==> config.mk <==
export PLATFORM = sky130hd
export DESIGN_NAME = lrf_front
export DESIGN_NICKNAME = d
export VERILOG_FILES = /design/src/design/lrf_pkg.sv /design/src/design/lrf_front.sv
export SDC_FILE = /design/constraint.sdc
export NUM_CORES = 1
export LEC_CHECK = 0
export BUFFER_PORTS_ARGS = -buffer_cell sky130_fd_sc_hd__buf_2
export CAP_MARGIN = 20
export CORE_ASPECT_RATIO = 1.75
export CORE_MARGIN = 2
export CORE_UTILIZATION = 61
export DETAILED_ROUTE_END_ITERATION = 7
export GPL_TIMING_DRIVEN = 1
export PLACE_DENSITY = 0.91
export SLEW_MARGIN = 15
export SYNTH_ARGS = -nofsm -noshare
export SYNTH_HDL_FRONTEND = slang
export SYNTH_SLANG_ARGS = --single-unit
==> constraint.sdc <==
create_clock -name i_clk -period 7.1 [get_ports i_clk]
set_clock_uncertainty 0.2 [all_clocks]
set_input_delay 0 -clock i_clk [delete_from_list [all_inputs] [get_ports i_clk]]
set_output_delay 0 -clock i_clk [all_outputs]
set_load 0.03 [all_outputs]
==> src/design/lrf_pkg.sv <==
package lrf_pkg;

    // Batch size limit; sample count, sum and denominator widths all follow from it.
    localparam int MAX_SAMPLES = 1024;
    localparam int CNT_W       = $clog2(MAX_SAMPLES + 1);

    localparam int XW     = 20;                       // Q12.8 sample fields
    localparam int SUM_W  = XW + CNT_W;               // sum of x, sum of y
    localparam int SQ_W   = 2 * XW + CNT_W;           // sum of x*x, sum of x*y
    localparam int DEN_W  = 2 * CNT_W + 2 * XW - 2;   // |numerator| and denominator
    localparam int MUL_W  = 33;                       // shared multiplier operands
    localparam int PROD_W = 2 * MUL_W;
    localparam int SPLIT  = 26;                       // low part of a wide sum operand
    localparam int COEF_W = 32;                       // Q16.16 coefficients
    localparam int FRAC   = 16;
    localparam int PRED_W = 20;                       // Q12.8 prediction
    localparam int QUOT_W = 32;
    localparam int DIV_CNT_W = $clog2(QUOT_W + 1);

    localparam int Q_DEPTH = 4;
    localparam int Q_AW    = $clog2(Q_DEPTH);

    typedef logic [1:0] t_status;
    localparam t_status ST_OK    = 2'd0;
    localparam t_status ST_DEGEN = 2'd1;
    localparam t_status ST_SAT   = 2'd2;

    localparam logic REQ_QUERY = 1'b1;
    localparam logic RK_COEF   = 1'b0;
    localparam logic RK_PRED   = 1'b1;

    typedef enum logic [1:0] {
        KIND_SAMPLE,
        KIND_LAST,
        KIND_QUERY
    } t_kind;

    typedef struct packed {
        t_kind                 kind;
        logic signed [XW-1:0]  x;
        logic signed [XW-1:0]  y;
    } t_item;

    typedef struct packed {
        logic  valid;
        t_item item;
    } t_q_head;

    typedef struct packed {
        logic              start;
        logic [DEN_W-1:0]  rem0;
        logic [QUOT_W-1:0] low;
        logic [DEN_W-1:0]  divisor;
    } t_div_req;

    typedef struct packed {
        logic              done;
        logic [QUOT_W-1:0] quot;
    } t_div_rsp;

    typedef struct packed {
        logic                     kind;
        logic signed [COEF_W-1:0] intercept;
        logic signed [COEF_W-1:0] slope;
        logic signed [PRED_W-1:0] prediction;
        t_status                  status;
    } t_result;

    typedef enum logic [3:0] {
        S_IDLE,
        S_PRED,
        S_WAIT,
        S_CHECK,
        S_MUL,
        S_ACC,
        S_DEN,
        S_SDIV,
        S_IMUL,
        S_ISUB,
        S_IDIV0,
        S_IDIV,
        S_RESULT
    } t_state;

    typedef enum logic [2:0] {
        M_NXX_LO,
        M_NXX_HI,
        M_SXSX,
        M_NXY_LO,
        M_NXY_HI,
        M_SXSY
    } t_mstep;

endpackage

==> src/design/lrf_front.sv <==
module lrf_front (
    input  logic                      i_clk,
    input  logic                      i_rst_n,
    input  logic                      i_valid,
    output logic                      o_ready,
    input  logic                      i_req_type,
    input  logic                      i_last,
    input  logic [2*lrf_pkg::XW-1:0]  i_data,
    output lrf_pkg::t_q_head          o_head,
    input  logic                      i_pop
);
    import lrf_pkg::*;

    t_item           r_q [Q_DEPTH];
    logic [Q_AW-1:0] r_wr;
    logic [Q_AW-1:0] r_rd;
    logic [Q_AW:0]   r_cnt;
    t_item           in_item;
    logic            push;

    // Classify the beat: a query ignores its last mark.
    always_comb begin
        in_item.x = $signed(i_data[XW-1:0]);
        in_item.y = $signed(i_data[2*XW-1:XW]);
        if (i_req_type == REQ_QUERY) begin
            in_item.kind = KIND_QUERY;
        end else if (i_last) begin
            in_item.kind = KIND_LAST;
        end else begin
            in_item.kind = KIND_SAMPLE;
        end
    end

    assign o_ready     = (r_cnt != (Q_AW + 1)'(Q_DEPTH));
    assign push        = i_valid && o_ready;
    assign o_head.valid = (r_cnt != '0);
    assign o_head.item  = r_q[r_rd];

    always_ff @(posedge i_clk) begin
        if (push) begin
            r_q[r_wr] <= in_item;
        end
    end

    always_ff @(posedge i_clk) begin
        if (!i_rst_n) begin
            r_wr  <= '0;
            r_rd  <= '0;
            r_cnt <= '0;
        end else begin
            if (push) begin
                r_wr <= r_wr + 1'b1;
            end
            if (i_pop) begin
                r_rd <= r_rd + 1'b1;
            end
            case ({push, i_pop})
                2'b10:   r_cnt <= r_cnt + 1'b1;
                2'b01:   r_cnt <= r_cnt - 1'b1;
                default: r_cnt <= r_cnt;
            endcase
        end
    end

endmodule

Word level (Yosys, flattened, before mapping) --
Memory sizes are Yosys's and may differ from the RTL's. A register that Yosys moved wholly into a read port is not among the register bits. Cells that the tools add are included.
Word-level totals: register bits 7, RAM bits 168, bits of input ports 46, output and inout bits 44, logic and storage cells 21, memories 1
Memories:
- r_q | depth 4, bits a word 42, rd ports 1, clocked after Yosys merged registers in 1, write ports 1, RTL line lrf_front.sv:14 | t_item r_q [Q_DEPTH];
Operators by class: add/subtract/negate cells 4, equal/unequal tests 3, multiplexer cells 7, reduce and logical (&&, ||, !) cells 3
Operators with widths (count):
- 2-to-1 mux 2 bit | 3
- case mux 3 bit (2 select lines) | 1
- adder 2 x 1 -> 2 bit (second input constant) | 2
- adder 3 x 1 -> 3 bit (second input constant) | 1
- 2-to-1 mux 1 bit | 3
- != test 3 bit (second input constant) | 1
- nonzero test 3 bit | 1
- subtractor 3 x 1 -> 3 bit (second input constant) | 1
- == test 2 x 1 -> 1 bit (second input constant) | 1
- == test 2 bit (second input constant) | 1
- nonzero test 2 bit | 1
- logical AND 1 bit | 1

Longest topological paths before layout --
Gate-level depths: netlist of the first run.
word-level depth 4, depth in mapped cells 8

Worst setup path after synthesis of the first run --
Ideal clock, no wire load.
path kind register to register, start reg r_cnt[0], end mem r_q[0][0] (netlist name) (enable), arrival 1.896 ns, required time 6.497 ns, setup slack 4.601 ns, cell stages (with the launch flop) 4, buffers on the path 0, clock period less this slack 2.499 ns, path through dfxtp_1 -> nor2_1 -> a21boi_1 -> and2_1
Between the ends: cells in the longest elaborated chain, start to end 4
Ends and longest elaborated chain:
- start, declared | RTL line lrf_front.sv:17 | logic [Q_AW:0] r_cnt;
- start signal, assigned | RTL line lrf_front.sv:58 | 2'b10: r_cnt <= r_cnt + 1'b1;
- start signal, assigned | RTL line lrf_front.sv:59 | 2'b01: r_cnt <= r_cnt - 1'b1;
- start signal, assigned | RTL line lrf_front.sv:60 | default: r_cnt <= r_cnt;
- != test 3 bit | RTL line lrf_front.sv:34 | assign o_ready = (r_cnt != (Q_AW + 1)'(Q_DEPTH));
- logical AND 1 bit | RTL line lrf_front.sv:35 | assign push = i_valid && o_ready;
- 2-to-1 mux 1 bit | RTL line lrf_front.sv:40 | if (push) begin
- 2-to-1 mux 1 bit (not written as such) | RTL line lrf_front.sv:41 | r_q[r_wr] <= in_item;
- end, declared | RTL line lrf_front.sv:14
Every way passes these cells.

Worst setup path in the final report of the first run --
start reg r_cnt[0], end reg r_cnt[2]
Between the ends: cells in the longest elaborated chain, start to end 4, elaborated cells on any way between the ends 8, classes of those cells add/sub: 2; eq/ne: 3; mux: 1; reduce/logical: 2
Ends and longest elaborated chain:
- != test 3 bit | RTL line lrf_front.sv:34
- logical AND 1 bit | RTL line lrf_front.sv:35
- == test 2 x 1 -> 1 bit / == test 2 bit (equally long branches) | RTL line lrf_front.sv:57 | case ({push, i_pop})
- case mux 3 bit (2 select lines) / nonzero test 2 bit (equally long branches)
Parallel ways exist; a longest one is shown, timed or not. A chain may end at the register's enable or synchronous reset.

==> results.yml, run 1 <==
clock_tree:
  cts-resized-gates: 0
  htree_levels: 4
  clkLatencyLatePin_ns: 0.42
  ctsLongestPathBuffers: 2
  clk_pin_slew_ns: 0.06
  cts_root_buf: "clkbuf_16"
  cts_sinks: 177
  cts_tree: "done"
  cts_inserted_buffers: 17
cells_and_area:
  fin_nets: 467
  final_common_cell: "edfxtp_1"
  most-common-layout-cells: "edfxtp_1 (168), buf_2 (89), dlygate4sd3_1 (46)"
  fin_cells: 558
  antenna_cells: 0
  drive_gt1_frac: 0.3925
  seq_area_sq_mm: 0.005230
  areaGrowthSynthToFinish_pct: 24.23
  multiInputGateArea_sq_mm: 0.001227
  n_fill_cell: 536
detailed_routing:
  drc: 0
  vias: 3272
  antenna_left: 0
  routed_wl_um: 12280
  vias_per_cell: 5.864
  drtPass1Iterations: 5
  drt_iter0_drc: 258
  wl_per_cell_um: 22.01
place:
  gp_congestion: 0.7714
  hpwl_um: 6793
  dp_cells: 476
  port_buffers: 89
logic_synthesis:
  yosysUniqueCellTypes: 22
  syn_area_sq_mm: 0.006578
  synthesis.nets: 320
  ys_seq_area_frac: 0.7944
  synth_edf_count: 168
  syn_inst: 268
  async_flop_share: 0
  ys_ff_latch: 177
  synth_warnings: 0
  avgSynthCellArea_sq_um: 24.54
  ys.flop_type: "edfxtp_1"
floorplanning:
  die_x_um: 82.50
  ios: 90
  die_h_um: 141.4
  core_sq_mm: 0.01057
  dieArea_sq_mm: 0.01166
  start_util: 0.6221
  rows: 50
setup_path:
  crit_slowest_cell: "a21boi_1"
  worstPathArrival_ns: 2.78
  end_kind: "flop"
  required_ns: 7.24
  start_kind: "flop"
  critPathMaxFanout: 7
  critPathTopFamily: "compound AO/OA/AOI/OAI gates"
  worstSetupPathType: "reg -> reg"
  critPathMaxStageDelay_ns: 0.49
  crit_path_cell_trace: "nor2_1, a21boi_1, inv_1, ha_1, fa_1, xnor2_1, or3_1, a21boi_0"
  crit_buf_inv: 1
timing:
  hold_viol: 0
  fin_crit_ns: 2.639
  fin_hold_ws_ns: 0.1273
  rsz0062_at_grt: "no"
  finalSetupViolCount: 0
  relSlewSlack: 0.2777
  fmax_mhz: 379.0
  min_period_over_period: 0.3716
  final_max_slew_viol_count: 0
  finalSetupTns_ns: 0
  tightestPinTransition_ns: 1.083
grt:
  grt_pass1_vias: 3434
  antenna_found_initial: 0
  met3_usage: 0.05725
  grt_util_met1: 0.2859
  grt_pass1_wl_um: 18350
  grt_start_max_net_pins: 43
  busiest_layer: "met2"
  grt.met2_usage: 0.3565
  grt_overflow: 0
  grt_usage: 0.2224
hold_path:
  hold_class: "in -> reg"
pwr:
  p_comb_frac: 0.145
  power.density_mw_per_mm2: 303.8
  p_int_uw: 1853
  peakVddDrop_v: 0.0002328
  p_sw_uw: 629.0
  total_leakage_power_uw: 0.002826
  p_seq_frac: 0.513
  power_frac_clock: 0.342
  swShare: 0.2534
run_status:
  status: "finished clean"
run:
  cap_violations: 0
## per-layer routing
layer  wire (um)  part of all wire  vias up
met5           0                 0        -
met4         350             0.028        0
met3         672             0.055       32
met2        6621              0.54      138
met1        4638              0.38     1686
li1            -                 -     1416
## state kept, by name (all words and copies together) (netlist names), named ones only
signal and count:
r_cnt 3, r_rd 2, r_q 168, r_wr 2
## Yosys cell counts (2+ instances only)
cell | instances | area share
or3_1 | 2 | 0.0019
dfxtp_1 | 9 | 0.027
mux2i_1 | 3 | 0.0046
clkbuf_1 | 2 | 0.0011
buf_2 | 4 | 0.0030
xnor2_1 | 3 | 0.0040
buf_12 | 4 | 0.012
ha_1 | 5 | 0.0095
edfxtp_1 | 168 | 0.77
inv_1 | 3 | 0.0017
mux4_1 | 2 | 0.0080
and2_1 | 8 | 0.0076
nor2b_1 | 2 | 0.0019
nand2_1 | 6 | 0.0034
mux4_2 | 40 | 0.14
## cells by family after synthesis
logic type / count (synthesis) / share of synthesized area
compound gates: 3 / 0.003044
buf+inv: 14 / 0.01978
mux: 45 / 0.1495
xor+xnor: 4 / 0.005327
flops: 177 / 0.7944
fa+ha+maj: 6 / 0.01255
simple gates: 19 / 0.01541
## layout make-up
cell class / instances / share of cell area
Sequential cell: 177 / 0.6400
Multi-Input combinational cell: 77 / 0.1502
Timing Repair Buffer: 139 / 0.1216
Clock buffer: 18 / 0.05252
Tap cell: 130 / 0.01991
Clock inverter: 14 / 0.01439
Inverter: 3 / 0.001378
## final timing paths
check | from | to | slack, ns | cells after the start
min reg2reg | r_wr[1]$_SDFFE_PN0P_ | r_wr[1]$_SDFFE_PN0P_ | 0.34 | 2
max reg2reg | r_cnt[0]$_SDFFE_PN0P_ | r_cnt[2]$_SDFFE_PN0P_ | 4.46 | 8
max | r_cnt[0]$_SDFFE_PN0P_ | r_cnt[2]$_SDFFE_PN0P_ | 4.46 | 8
min | i_data[17] | r_q[0][37]$_DFFE_PP_ | 0.13 | 2
## power by group through the flow
stage | combinational, uW | clock (uW) | sequential (uW)
2_1_floorplan | 257 | 0 | 1260
3_3_place_gp | 316 | 0 | 1290
3_5_place_dp | 326 | 0 | 1300
4_1_cts | 349 | 859 | 1280
5_1_grt | 378 | 896 | 1280
6_report | 359 | 850 | 1270
## metrics by stage
stage	area [sq um]	power (uW)	util	worst slack, ns
after floorplan	6578	1522	-	4.601
after global placement	7077	1604	0.6693	4.655
after detailed placement	7077	1622	0.6693	4.540
after CTS	8084	2483	0.7646	4.513
after global routing	8172	2556	0.7729	4.322
final	8172	2482	0.7729	4.461
## worst reg2reg max path, delay by kind of cell (launching register included)
| family | cells | cell delay (ns) |
|---|---|---|
| buffers and inverters | 1 | 0.10 |
| xor gates and xnor gates | 1 | 0.15 |
| AOI/OAI and AO/OA | 2 | 0.67 |
| and+or+nand+nor | 2 | 0.41 |
| DFF | 1 | 0.42 |
| adders and majority gates | 2 | 0.63 |
## timing repair
item / 4_1_cts / 5_1_grt
setup buffers: 0 / 0
endpoints found under the hold margin: 177 / 0
hold buffers: 46 / 0
Power figures use the tool's default switching activity.
==> run 2: changes to the inputs <==
Settings changed: CORE_UTILIZATION 61 to 57, PLACE_DENSITY 0.91 to 0.86.
Clock period 7.1 ns to 2.6 ns, I/O delays scaled along.
==> run 2 against run 1 <==
Clock-buffer cell count down 1. Design area grew 1.7%. Worst hold slack got worse by 0.0012 ns. Total power rose to 2.8 times the previous value.
==> results.yml, run 2 (synthesis gave the netlist of run 1 again) <==
timing:
  rsz0062_at_grt: "no"
  finalSetupViolCount: 0
  tightestPinTransition_ns: 0.5905
  fin_crit_ns: 2.286
  fmax_mhz: 437.4
  min_period_over_period: 0.8793
  relSlewSlack: 0.6063
  finalSetupTns_ns: 0
  hold_viol: 0
  fin_hold_ws_ns: 0.1261
  final_max_slew_viol_count: 0
clock_tree:
  clkLatencyLatePin_ns: 0.42
  cts_inserted_buffers: 17
  clk_pin_slew_ns: 0.07
  postCtsSetupBuffers: 0
  cts_tree: "done"
  postCtsHoldBufs: 46
  cts_sinks: 177
  ctsLongestPathBuffers: 2
  cts_root_buf: "clkbuf_16"
  cts-resized-gates: 0
  htree_levels: 4
cells_and_area:
  postLayoutCoreUtil: 0.7444
  largest_reg_flops: 168
  n_fill_cell: 597
  top_register: "r_q"
  areaGrowthSynthToFinish_pct: 26.38
  reg_top3: "r_q: 168 flops, r_cnt: 3 flops"
  drive_gt1_frac: 0.4078
  most-common-layout-cells: "edfxtp_1 (168), buf_2 (89), dlygate4sd3_1 (46)"
  fin_cells: 567
  final_common_cell: "edfxtp_1"
  fin_nets: 473
grt:
  grt_pass1_wl_um: 18220
  grt_overflow: 0
  antenna_found_initial: 1
  grt_usage: 0.2043
  grt_pass1_vias: 3419
  grt_start_max_net_pins: 43
pwr:
  power.density_mw_per_mm2: 844.2
  p_comb_frac: 0.147
  power_frac_clock: 0.364
  finalPower_uw: 7018
  peakVddDrop_v: 0.0006575
  p_sw_uw: 1731
  total_leakage_power_uw: 0.002905
  swShare: 0.2467
  p_seq_frac: 0.489
  p_int_uw: 5287
detailed_routing:
  drtPass1Iterations: 4
  antenna_left: 0
  drc: 0
  vias_per_cell: 5.623
  vias: 3188
  drt_iter0_drc: 161
  wl_per_cell_um: 20.96
  routed_wl_um: 11880
run_status:
  status: "finished clean"
setup_path:
  critPathMaxFanout: 21
  required_ns: 2.40
  start_kind: "flop"
  end_kind: "primary output"
  worstSetupPathType: "reg -> out"
  worstPathArrival_ns: 2.09
floorplanning:
  ios: 90
  rows: 51
  core_sq_mm: 0.01117
  start_util: 0.5890
  die_h_um: 146.1
  die_x_um: 85.21
  dieArea_sq_mm: 0.01245
place:
  dp_cells: 488
  gp_congestion: 0.7558
  hpwl_um: 6769
  port_buffers: 89
run:
  cap_violations: 0
hold_path:
  hold_class: "in -> reg"
## run 2: cell types whose count changed in the layout (fill, tap and decap cells not counted)
cell        previous run  this run
buf_12                 3         7
buf_16                 1         0
buf_4                  0         3
bufinv_16              1         3
clkbuf_1               1         0
clkinv_1               2         0
clkinv_4               3         4
clkinvlp_4             4         1
diode_2                0         1
inv_6                  1         4
## run 2: layout make-up
type	instances	area, sq um	area share
tap	132	165.2	0.01987
sequential	177	5230	0.6291
clock inverter	15	182.7	0.02197
antenna	1	2.502	0.0003010
inverter	3	11.26	0.001355
clock buffer	17	425.4	0.05117
timing repair buffer	145	1069	0.1285
multi-input combinational	77	1227	0.1477
## run 2: per-layer routing
layer	GRT usage	vias to the layer above	share of wire
met4	0.1048	0	0.035
met3	0.05031	26	0.036
met5	0	-	0
met2	0.3520	95	0.56
met1	0.2332	1631	0.37
li1	-	1436	-
## run 2: power by group through the flow
stage / sequential, uW / clock, uW / combinational [uW]
after floorplan: 3450 / 0 / 703
after global placement: 3470 / 0 / 952
after detailed placement: 3490 / 0 / 975
after CTS: 3430 / 2590 / 1040
after global routing: 3450 / 2690 / 1090
final: 3430 / 2560 / 1030
## run 2: path summary, 6_finish.rpt
kind	start	to	slack (ns)	depth (start not counted)
worst max-delay path	flop	o_head[32]	0.31	3
worst min-delay path	i_data[13]	r_q[3][33]$_DFFE_PP_	0.13	2
worst max register to register	r_cnt[0]$_SDFFE_PN0P_	r_cnt[2]$_SDFFE_PN0P_	0.39	8
worst min register to register	r_wr[0]$_SDFFE_PN0P_	r_wr[0]$_SDFFE_PN0P_	0.34	2
## run 2: per-stage QoR
| step | cell area (sq um) | worst slack, ns |
|---|---|---|
| 6_report | 8313 | 0.3139 |
| 5_1_grt | 8313 | 0.2134 |
| 4_1_cts | 8310 | 0.2582 |
| 3_5_place_dp | 7242 | 0.4006 |
| 3_3_place_gp | 7242 | 0.4837 |
| 2_1_floorplan | 6578 | 0.1008 |
## run 2: critical path: stages (launching register included)
cell,delay (ns)
dfxtp_4,0.63
buf_4,0.30
mux4_2,0.54
buf_2,0.20
