**src/design/lrf_pkg.sv**
```systemverilog
package lrf_pkg;

    // Batch size limit; sample count, sum and denominator widths all follow from it.
    localparam int MAX_SAMPLES = 1024;
    localparam int CNT_W       = $clog2(MAX_SAMPLES + 1);

    localparam int XW     = 20;                       // Q12.8 sample fields
    localparam int SUM_W  = XW + CNT_W;               // sum of x, sum of y
    localparam int SQ_W   = 2 * XW + CNT_W;           // sum of x*x, sum of x*y
    localparam int DEN_W  = 2 * CNT_W + 2 * XW - 2;   // |numerator| and denominator
    localparam int MUL_W  = 33;                       // shared multiplier operands
    localparam int PROD_W = 2 * MUL_W;
    localparam int SPLIT  = 26;                       // low part of a wide sum operand
    localparam int COEF_W = 32;                       // Q16.16 coefficients
    localparam int FRAC   = 16;
    localparam int PRED_W = 20;                       // Q12.8 prediction
    localparam int QUOT_W = 32;
    localparam int DIV_CNT_W = $clog2(QUOT_W + 1);

    localparam int Q_DEPTH = 4;
    localparam int Q_AW    = $clog2(Q_DEPTH);

    typedef logic [1:0] t_status;
    localparam t_status ST_OK    = 2'd0;
    localparam t_status ST_DEGEN = 2'd1;
    localparam t_status ST_SAT   = 2'd2;

    localparam logic REQ_QUERY = 1'b1;
    localparam logic RK_COEF   = 1'b0;
    localparam logic RK_PRED   = 1'b1;

    typedef enum logic [1:0] {
        KIND_SAMPLE,
        KIND_LAST,
        KIND_QUERY
    } t_kind;

    typedef struct packed {
        t_kind                 kind;
        logic signed [XW-1:0]  x;
        logic signed [XW-1:0]  y;
    } t_item;

    typedef struct packed {
        logic  valid;
        t_item item;
    } t_q_head;

    typedef struct packed {
        logic              start;
        logic [DEN_W-1:0]  rem0;
        logic [QUOT_W-1:0] low;
        logic [DEN_W-1:0]  divisor;
    } t_div_req;

    typedef struct packed {
        logic              done;
        logic [QUOT_W-1:0] quot;
    } t_div_rsp;

    typedef struct packed {
        logic                     kind;
        logic signed [COEF_W-1:0] intercept;
        logic signed [COEF_W-1:0] slope;
        logic signed [PRED_W-1:0] prediction;
        t_status                  status;
    } t_result;

    typedef enum logic [3:0] {
        S_IDLE,
        S_PRED,
        S_WAIT,
        S_CHECK,
        S_MUL,
        S_ACC,
        S_DEN,
        S_SDIV,
        S_IMUL,
        S_ISUB,
        S_IDIV0,
        S_IDIV,
        S_RESULT
    } t_state;

    typedef enum logic [2:0] {
        M_NXX_LO,
        M_NXX_HI,
        M_SXSX,
        M_NXY_LO,
        M_NXY_HI,
        M_SXSY
    } t_mstep;

endpackage

```
**src/design/lrf_div.sv**
```systemverilog
module lrf_div (
    input  logic              i_clk,
    input  logic              i_rst_n,
    input  lrf_pkg::t_div_req i_req,
    output lrf_pkg::t_div_rsp o_rsp
);
    import lrf_pkg::*;

    logic [DEN_W-1:0]     r_rem;
    logic [QUOT_W-1:0]    r_low;
    logic [DEN_W-1:0]     r_div;
    logic [QUOT_W-1:0]    r_q;
    logic [DIV_CNT_W-1:0] r_cnt;
    logic                 r_busy;
    logic                 r_done;

    logic [DEN_W:0]   trial;
    logic [DEN_W:0]   diff;
    logic             ge;
    logic [DEN_W-1:0] n_rem;

    // One restoring step: the remainder stays below the divisor throughout.
    always_comb begin
        trial = {r_rem, r_low[QUOT_W-1]};
        diff  = trial - {1'b0, r_div};
        ge    = (trial >= {1'b0, r_div});
        n_rem = ge ? diff[DEN_W-1:0] : trial[DEN_W-1:0];
    end

    assign o_rsp.done = r_done;
    assign o_rsp.quot = r_q;

    always_ff @(posedge i_clk) begin
        if (!i_rst_n) begin
            r_busy <= 1'b0;
            r_done <= 1'b0;
            r_cnt  <= '0;
        end else begin
            r_done <= 1'b0;
            if (i_req.start) begin
                r_busy <= 1'b1;
                r_cnt  <= DIV_CNT_W'(QUOT_W);
            end else if (r_busy) begin
                r_cnt <= r_cnt - 1'b1;
                if (r_cnt == DIV_CNT_W'(1)) begin
                    r_busy <= 1'b0;
                    r_done <= 1'b1;
                end
            end
        end
    end

    always_ff @(posedge i_clk) begin
        if (i_req.start) begin
            r_rem <= i_req.rem0;
            r_low <= i_req.low;
            r_div <= i_req.divisor;
            r_q   <= '0;
        end else if (r_busy) begin
            r_rem <= n_rem;
            r_low <= {r_low[QUOT_W-2:0], 1'b0};
            r_q   <= {r_q[QUOT_W-2:0], ge};
        end
    end

endmodule

```
**config.mk**
```make
export PLATFORM = sky130hd
export DESIGN_NAME = lrf_div
export DESIGN_NICKNAME = d
export VERILOG_FILES = /design/src/design/lrf_pkg.sv /design/src/design/lrf_div.sv
export SDC_FILE = /design/constraint.sdc
export NUM_CORES = 1
export LEC_CHECK = 0
export BUFFER_PORTS_ARGS = -buffer_cell sky130_fd_sc_hd__buf_2
export CORE_MARGIN = 2
export CORE_UTILIZATION = 30
export DETAILED_ROUTE_END_ITERATION = 8
export PLACE_DENSITY = 0.49
export SLEW_MARGIN = 20
export SYNTH_ARGS = -nofsm -noshare
export SYNTH_HDL_FRONTEND = slang
export SYNTH_SLANG_ARGS = --single-unit
```
**constraint.sdc**
```tcl
create_clock -name i_clk -period 7.1 [get_ports i_clk]
set_input_delay 1.42 -clock i_clk [delete_from_list [all_inputs] [get_ports i_clk]]
set_output_delay 1.42 -clock i_clk [all_outputs]
set_load 0.05 [all_outputs]
```
== Yosys cells after proc, flatten, opt, wreduce, memory -nomap -nowiden ==
Cells that the tools add are included.

* Word-level logic and storage cells: 28
* Bits of input ports: 155
* Output and inout port bits: 33
* Register bits: 192

* Muxes and demuxes: 11
* Eq/ne operators: 1
* $lt $le $gt $ge: 1
* Add/subtract/negate cells: 2
* Reductions and logical operators: 3
* Bitwise operators: 2

{| class="wikitable"
|+ Operators with widths
! kind !! number
|-
| $mux 60 || 3
|-
| $mux 32 || 2
|-
| $ge 61x60->1 || 1
|-
| $sub 60x60->60 || 1
|-
| $mux 6 || 2
|-
| $eq 6x1->1 const B || 1
|-
| $sub 6x1->6 const B || 1
|-
| $mux 1 || 4
|-
| $reduce_or 3->1 || 1
|-
| $not 1->1 || 2
|-
| $reduce_bool 2->1 || 1
|-
| $reduce_or 2->1 || 1
|}

== Depth between registers and ports, before layout ==
Gate-level depths: netlist of the first run.

* Word-level depth: 4
* Mapped depth: 16
* Depth with buffers taken out: 14

== Worst setup path after synthesis of the first run ==
No wires, ideal clock.

* Path kind: input port to flip-flop
* Start point: input i_req[152] in the netlist's numbering
* End point: register r_low[0] (enable)
* Data arrival time: 3859 ps
* Required time: 6226 ps
* Buffers on the path: 3
* Library setup time: 874 ps
* Stages on the path: 5
* Slack: 2367 ps
* Cell sequence: clkbuf_1 inv_1 clkbuf_1 clkbuf_1 nand2_1

* Word-level cells in the longest chain between the ends: 1

{| class="wikitable"
|+ RTL lines
! what !! RTL line !! source
|-
| start: declaration || lrf_div.sv:4 || <nowiki>input lrf_pkg::t_div_req i_req,</nowiki>
|-
| $reduce_bool 2->1 (no source line) || - ||
|-
| end signal: assignment || lrf_div.sv:56 || <nowiki>r_low <= i_req.low;</nowiki>
|-
| end signal: assignment || lrf_div.sv:61 || <nowiki>r_low <= {r_low[QUOT_W-2:0], 1'b0};</nowiki>
|-
| end: declaration || lrf_div.sv:10 || <nowiki>logic [QUOT_W-1:0] r_low;</nowiki>
|}

Every way passes these cells.
A chain may end at the register's enable or synchronous reset.

== Final worst setup path of the first run ==
* Start point: register r_rem[14]
* End point: register r_rem[31] (data pin)

* Word-level cells in the longest chain between the ends: 4
* Elaborated cells on any way between the ends: 5
* Those cells by class: 1 x add/sub; 1 x order compare; 3 x mux

{| class="wikitable"
|+ RTL lines
! what !! RTL line !! source
|-
| start: declaration || lrf_div.sv:9 || <nowiki>logic [DEN_W-1:0] r_rem;</nowiki>
|-
| start signal: assignment || lrf_div.sv:55 || <nowiki>r_rem <= i_req.rem0;</nowiki>
|-
| start signal: assignment || lrf_div.sv:60 || <nowiki>r_rem <= n_rem;</nowiki>
|-
| $sub 60x60->60 / $ge 61x60->1 (equally long branches) || lrf_div.sv:25, lrf_div.sv:26 ||
|-
| $mux 60 (*) || lrf_div.sv:27 || <nowiki>n_rem = ge ? diff[DEN_W-1:0] : trial[DEN_W-1:0];</nowiki>
|-
| $mux 60 (*) || lrf_div.sv:59 || <nowiki>end else if (r_busy) begin</nowiki>
|-
| $mux 60 (*) || lrf_div.sv:54 || <nowiki>if (i_req.start) begin</nowiki>
|}

Every way passes the cells marked *; elsewhere a longest branch is shown, timed or not. The select of a mux whose other input is x is not followed.

==> results of run 1 <==
-- final cells by class --
type | instances | area [µm²] | share of cell area
diodes | 4 | 10.01 | 0.0007352
clock buffers | 18 | 439.2 | 0.03225
clock inverters | 14 | 163.9 | 0.01204
inverters | 82 | 309.0 | 0.02270
multi-input cells | 820 | 5677 | 0.4169
flip-flops and latches | 192 | 5366 | 0.3941
well taps | 518 | 648.1 | 0.04760
repair buffers | 195 | 1002 | 0.07361
-- worst max-delay path: cells and delay by family, from the launching register on --
kind / cells / cell delay [ns]
simple gates: 3 / 1.27
mux: 1 / 0.26
buf+inv: 2 / 0.78
flops: 1 / 0.40
fa+ha+maj: 1 / 0.43
compound gates: 5 / 1.08
-- synthesized netlist by cell type, types with 6 or more instances --
master,n,share of area
ha_1,62,0.067
and2_1,8,0.0043
a21oi_2,6,0.0045
nor2_1,121,0.039
dfxtp_1,40,0.069
a221o_1,10,0.0086
clkbuf_1,41,0.013
mux2_2,33,0.032
a31oi_1,7,0.0038
o21a_1,8,0.0052
mux2i_1,67,0.058
nand4_1,19,0.010
o21bai_1,14,0.0090
a21oi_1,109,0.047
buf_1,6,0.0019
a21o_1,18,0.012
a211oi_1,8,0.0052
nand2_1,76,0.025
o21ai_0,52,0.022
nor2b_1,7,0.0038
xor2_1,20,0.015
nand3_1,16,0.0069
edfxtp_1,152,0.39
o211ai_1,7,0.0045
xnor2_1,40,0.030
and3_1,15,0.0081
inv_1,82,0.026
o21ai_1,7,0.0030
nor3_1,17,0.0073
nor4_1,6,0.0032
-- layer usage --
| layer | GRT usage | vias up | share of wire |
|---|---|---|---|
| met4 | 0.05159 | 20 | 0.020 |
| li1 | - | 4498 | - |
| met5 | 0 | - | 0.0036 |
| met2 | 0.2506 | 231 | 0.45 |
| met1 | 0.2137 | 4384 | 0.46 |
| met3 | 0.05795 | 58 | 0.066 |
-- through the flow --
step	hold WS, ns	instances	power [mW]
detailed placement	0.4908	1807	3.622
global route	0.5624	1841	4.939
finish	0.5009	1843	4.593
CTS	0.5015	1839	4.646
global placement	0.4770	1807	3.618
floorplan	0.4685	1152	3.147
-- worst min path at each step --
stage,start,end,slack (ns)
after global placement,r_q[31],r_q[31],0.48
after CTS,r_cnt[1],r_cnt[1],0.50
final,r_cnt[1],r_cnt[1],0.50
after global routing,r_q[0],r_q[0],0.56
after detailed placement,r_cnt[1],r_cnt[1],0.49
after floorplan,r_cnt[1],r_cnt[1],0.47
-- power by group --
group / internal, mW / switching (mW)
combinational: 0.846 / 1.24
clock: 0.496 / 0.495
sequential: 1.44 / 0.0844
total: 2.78 / 1.82
-- sequential cells by signal, indices dropped and copies added (netlist names) --
signal	count
r_div	60
r_rem	60
r_low	32
r_q	32
r_cnt	6
r_busy	1
r_done	1
-- cells by family after synthesis --
group	share of synthesized area
AND/OR/NAND/NOR	0.1222
buffers and inverters	0.05060
AO/OA/AOI/OAI	0.1622
multiplexers	0.08968
flip-flops	0.4616
adder cells (fa/ha/maj)	0.06847
XOR/XNOR	0.04522
==> reports/results.tsv, run 1 <==
metric	value	unit
hpwl	23790	µm
min_path_type	flop to flop	
clock_sinks	192	
postCtsHoldBufs	0	
max_freq	220.8	MHz
syn_area	11620	µm²
via_count	9191	
syn_avg_cell_area	10.09	µm²
pwr_density_cell	337.3	nW/µm²
synth_edf_count	152	
htree_levels	4	
cts_inserted_buffers	17	
yosys_warnings	0	
crit_required	7.29	ns
insertion_delay	0.47	ns
drv_slew	0	
cp_max_fo	26	
core_area	38470	µm²
grt_max_degree	80	
final_common_cell	buf_2	
drt-total-wl	32190	µm
rsz0062_at_grt	false	
synthCells	1152	
period_share	0.6379	
finalCriticalPeriod	4.529	ns
start_kind	flop	
antenna_found_initial	14	
path_class	flop to flop	
whs_path_depth	2	
post-place-ws	2.564	ns
setup_tns	0	ns
drt-initial-drc-count	441	
r2r_cells	12	
crit_path_top_delay_cell	or2_2	
setup_ws	2.571	ns
cts_max_path_buffers	2	
synth_seq_cells	192	
cts_tree	done	
place_congestion	0.8233	
power.leakage	5.708	nW
worstSetupEndpoint	r_rem[31]	
crit_path_start	r_rem[14]	
worst_pin_slew	0.9279	ns
fin_util	0.3540	
ys_async_sr_fraction	0	
nets	1526	
yosysSeqAreaShare	0.4616	
post_dp_cell_area	13000	µm²
cts-root-buf	clkbuf_16	
dieArea	40330	µm²
die_y	200.8	µm
reg2reg_from	r_rem[14]	
grt_usage	0.1629	
irDropWorstVdd	0.0002012	V
cpPeakStageDelay	0.62	ns
post_cts_resized	0	
crit_chain	ha_1 > nand2_1 > nor4_1 > o211ai_1 > a21oi_2 > o21ai_1 > a211oi_2 > buf_4 > or2_2 > buf_4 > mux2i_1 > a21oi_1	
clk_pin_slew	0.08	ns
slew_headroom	0.3814	
ys.flop_type	edfxtp_1	
ant_nets	0	
wl_per_cell	17.47	µm
first_pass_iters	5	
cp_data_arrival_time	4.72	ns
syn2layout_area_growth	17.15	%
io_pins	188	
critical_path.most_common_cell	buf_4	
rows	72	
drc	0	
r2r-end	r_rem[31]	
die_x	200.8	µm
cts_setup_buffers	0	
fillers	3997	
ys_types	72	
reg2reg_slack	2.57	ns
skew	0.01652	ns
portBuffers	187	
drive_above_1_share	0.2195	
end_kind	flop	
grt_pass1_wl	51380	µm
final_cell_mix	buf_2, edfxtp_1, nor2_1, a21oi_1, inv_1	
syn-num-nets	1370	
final_hold_viol_count	0	
status	complete, no violations	
fin_area	13620	µm²
overflow	0	
drv_cap	0	
via_per_inst	4.987	
setup_violations	0	
initial_core_util	0.3021	
grt_pass1_vias	9304	
Note: power is estimated with default switching activity, not from simulation.
==> inputs of run 2 (changes only) <==
==> constraint.sdc (replaced) <==
create_clock -name i_clk -period 4.6 [get_ports i_clk]
set_input_delay 0.92 -clock i_clk [delete_from_list [all_inputs] [get_ports i_clk]]
set_output_delay 0.92 -clock i_clk [all_outputs]
set_load 0.05 [all_outputs]
==> run 2 against run 1 <==
Compared with the run above: hold slack worse by 0.0017 ns; power grew 56%; die area did not move; non-clock buffer count rose by 8; register-to-register slack got worse by 1.9 ns; sequential share of layout area shrank 0.19 points; clock power rose by 53%; clock skew down 0.0011 ns; worst setup slack worse by 1.9 ns; flip-flop and latch count stayed put; via count down 0.40%; sequential power increased by 55%; largest power group unchanged.
==> reports/results.tsv, run 2 (synthesis results as in run 1) <==
metric	value	unit
crit_family	compound AO/OA/AOI/OAI gates	
final_cell_mix	buf_2, edfxtp_1, nor2_1, a21oi_1, inv_1	
min_from	r_cnt[1]	
ant_nets	0	
wl_per_cell	17.65	µm
antenna_found_initial	14	
rsz0062_at_grt	false	
clk_pin_slew	0.08	ns
grt_pass1_wl	52110	µm
syn2layout_area_growth	17.72	%
netSwitchingFraction	0.3944	
htree_levels	4	
cts_setup_buffers	0	
grt_usage	0.1646	
first_pass_iters	5	
dr_wl_met3	2153	µm
place_congestion	0.8685	
multi_input_area	5677	µm²
postCtsHoldBufs	0	
period_share	0.8527	
slew_headroom	0.2988	
cts_max_path_buffers	2	
top_layer	met5	
nets	1534	
largest_registers	r_div (60), r_rem (60)	
initial_core_util	0.3021	
post_cts_resized	0	
worst_pin_slew	1.052	ns
reg2reg_from	r_rem[0]	
rows	72	
hpwl	24390	µm
min_to	r_cnt[1]	
crit_path_top_delay_cell	a211oi_2	
max_freq	255.0	MHz
final_common_cell	buf_2	
drt-total-wl	32690	µm
fillers	4002	
p_int	4.331	mW
finalCriticalPeriod	3.922	ns
core_area	38470	µm²
crit_chain	ha_1 > nor2b_1 > o2111ai_1 > a211oi_1 > o211ai_1 > a21oi_2 > o21ai_1 > a211oi_2 > or2_2 > buf_4 > mux2i_1 > a21oi_1	
drc	0	
pwr_density_cell	522.7	nW/µm²
setup_tns	0	ns
crit_required	4.81	ns
worst-path-buf-inv	1	
die_x	200.8	µm
wl_met1	14910	µm
dp.cells	1815	
p_switching	2.821	mW
drv_slew	0	
setup_violations	0	
end_kind	flop	
r2r_cells	12	
whs_path_depth	2	
via_per_inst	4.943	
min_path_type	flop to flop	
drive_above_1_share	0.2235	
skew	0.01540	ns
cpPeakStageDelay	0.56	ns
irDropWorstVdd	0.0003185	V
combPwrFrac	0.459	
grt_max_degree	87	
insertion_delay	0.47	ns
portBuffers	187	
final-seq-area	5366	µm²
cts_inserted_buffers	17	
status	complete, no violations	
clock_sinks	192	
cp_data_arrival_time	4.13	ns
start_kind	flop	
reg2reg_slack	0.68	ns
io_pins	188	
cts-root-buf	clkbuf_16	
overflow	0	
p_clk_frac	0.212	
die_y	200.8	µm
drv_cap	0	
power.leakage	5.750	nW
instances_no_fill	1852	
grt_pass1_vias	9301	
cts_tree	done	
dieArea	40330	µm²
cp_max_fo	17	
r2r-end	r_rem[13]	
final_hold_viol_count	0	
met2_length	15080	µm
path_class	flop to flop	
seqPwrFrac	0.328	
drt-initial-drc-count	579	
via_count	9154	
-- run 2: cell types whose count changed in the layout (fill, tap and decap cells not counted) --
cell       before  now
clkinv_8        4    1
bufinv_8        1    0
inv_8           2    4
diode_2         4    5
inv_4           1    2
buf_4           8   14
clkbuf_1        0    1
clkinv_4        2    1
clkbuf_16      17   18
inv_6           4    3
buf_12          0    2
clkinv_2        1    2
-- run 2: stage by stage --
| step | worst slack [ns] | total power, mW | cell area [µm²] | util | hold WS (ns) |
|---|---|---|---|---|---|
| 6_report | 0.6777 | 7.152 | 13680 | 0.3557 | 0.4992 |
| 5_1_grt | 0.3152 | 7.662 | 13680 | 0.3555 | 0.5434 |
| 4_1_cts | 0.6060 | 7.218 | 13670 | 0.3554 | 0.4985 |
| 3_5_place_dp | 0.5977 | 5.654 | 13090 | 0.3402 | 0.4879 |
| 3_3_place_gp | 0.7301 | 5.664 | 13090 | 0.3402 | 0.4793 |
| 2_1_floorplan | 0.3666 | 4.857 | 11620 | - | 0.4685 |
-- run 2: power groups by stage --
stage	Clock (mW)	Combinational, mW	Sequential (mW)
after floorplan	0	2.51	2.35
after global placement	0	3.28	2.39
after detailed placement	0	3.27	2.38
after CTS	1.58	3.29	2.35
after global routing	1.63	3.65	2.38
final	1.52	3.28	2.35
-- run 2: worst min-delay path: stages, from the launching register on --
cell and delay [ns]:
dfxtp_1 0.33, nor2_1 0.09, a211oi_1 0.05
-- run 2: how the worst max path moves through the flow --
stage,from,cells past startpoint,endpoint,slack (ns)
2_1_floorplan,i_req[152],5,r_low[0],0.37
3_3_place_gp,r_rem[0],12,r_rem[13],0.73
3_5_place_dp,r_rem[0],12,r_rem[6],0.60
6_report,r_rem[0],12,r_rem[13],0.68
5_1_grt,r_rem[0],12,r_rem[12],0.32
4_1_cts,r_rem[0],12,r_rem[6],0.61
-- run 2: area by class of cell --
type,count,area share
well taps,518,0.04737
inverters,82,0.02259
clock buffers,20,0.03420
repair buffers,203,0.07947
clock inverters,12,0.008322
flip-flops and latches,192,0.3922
diodes,5,0.0009145
multi-input cells,820,0.4149
-- run 2: routing by layer --
layer	up-vias	global-route usage
li1	4533	-
met2	223	0.2609
met3	42	0.05471
met5	-	0
met1	4336	0.2162
met4	20	0.04127
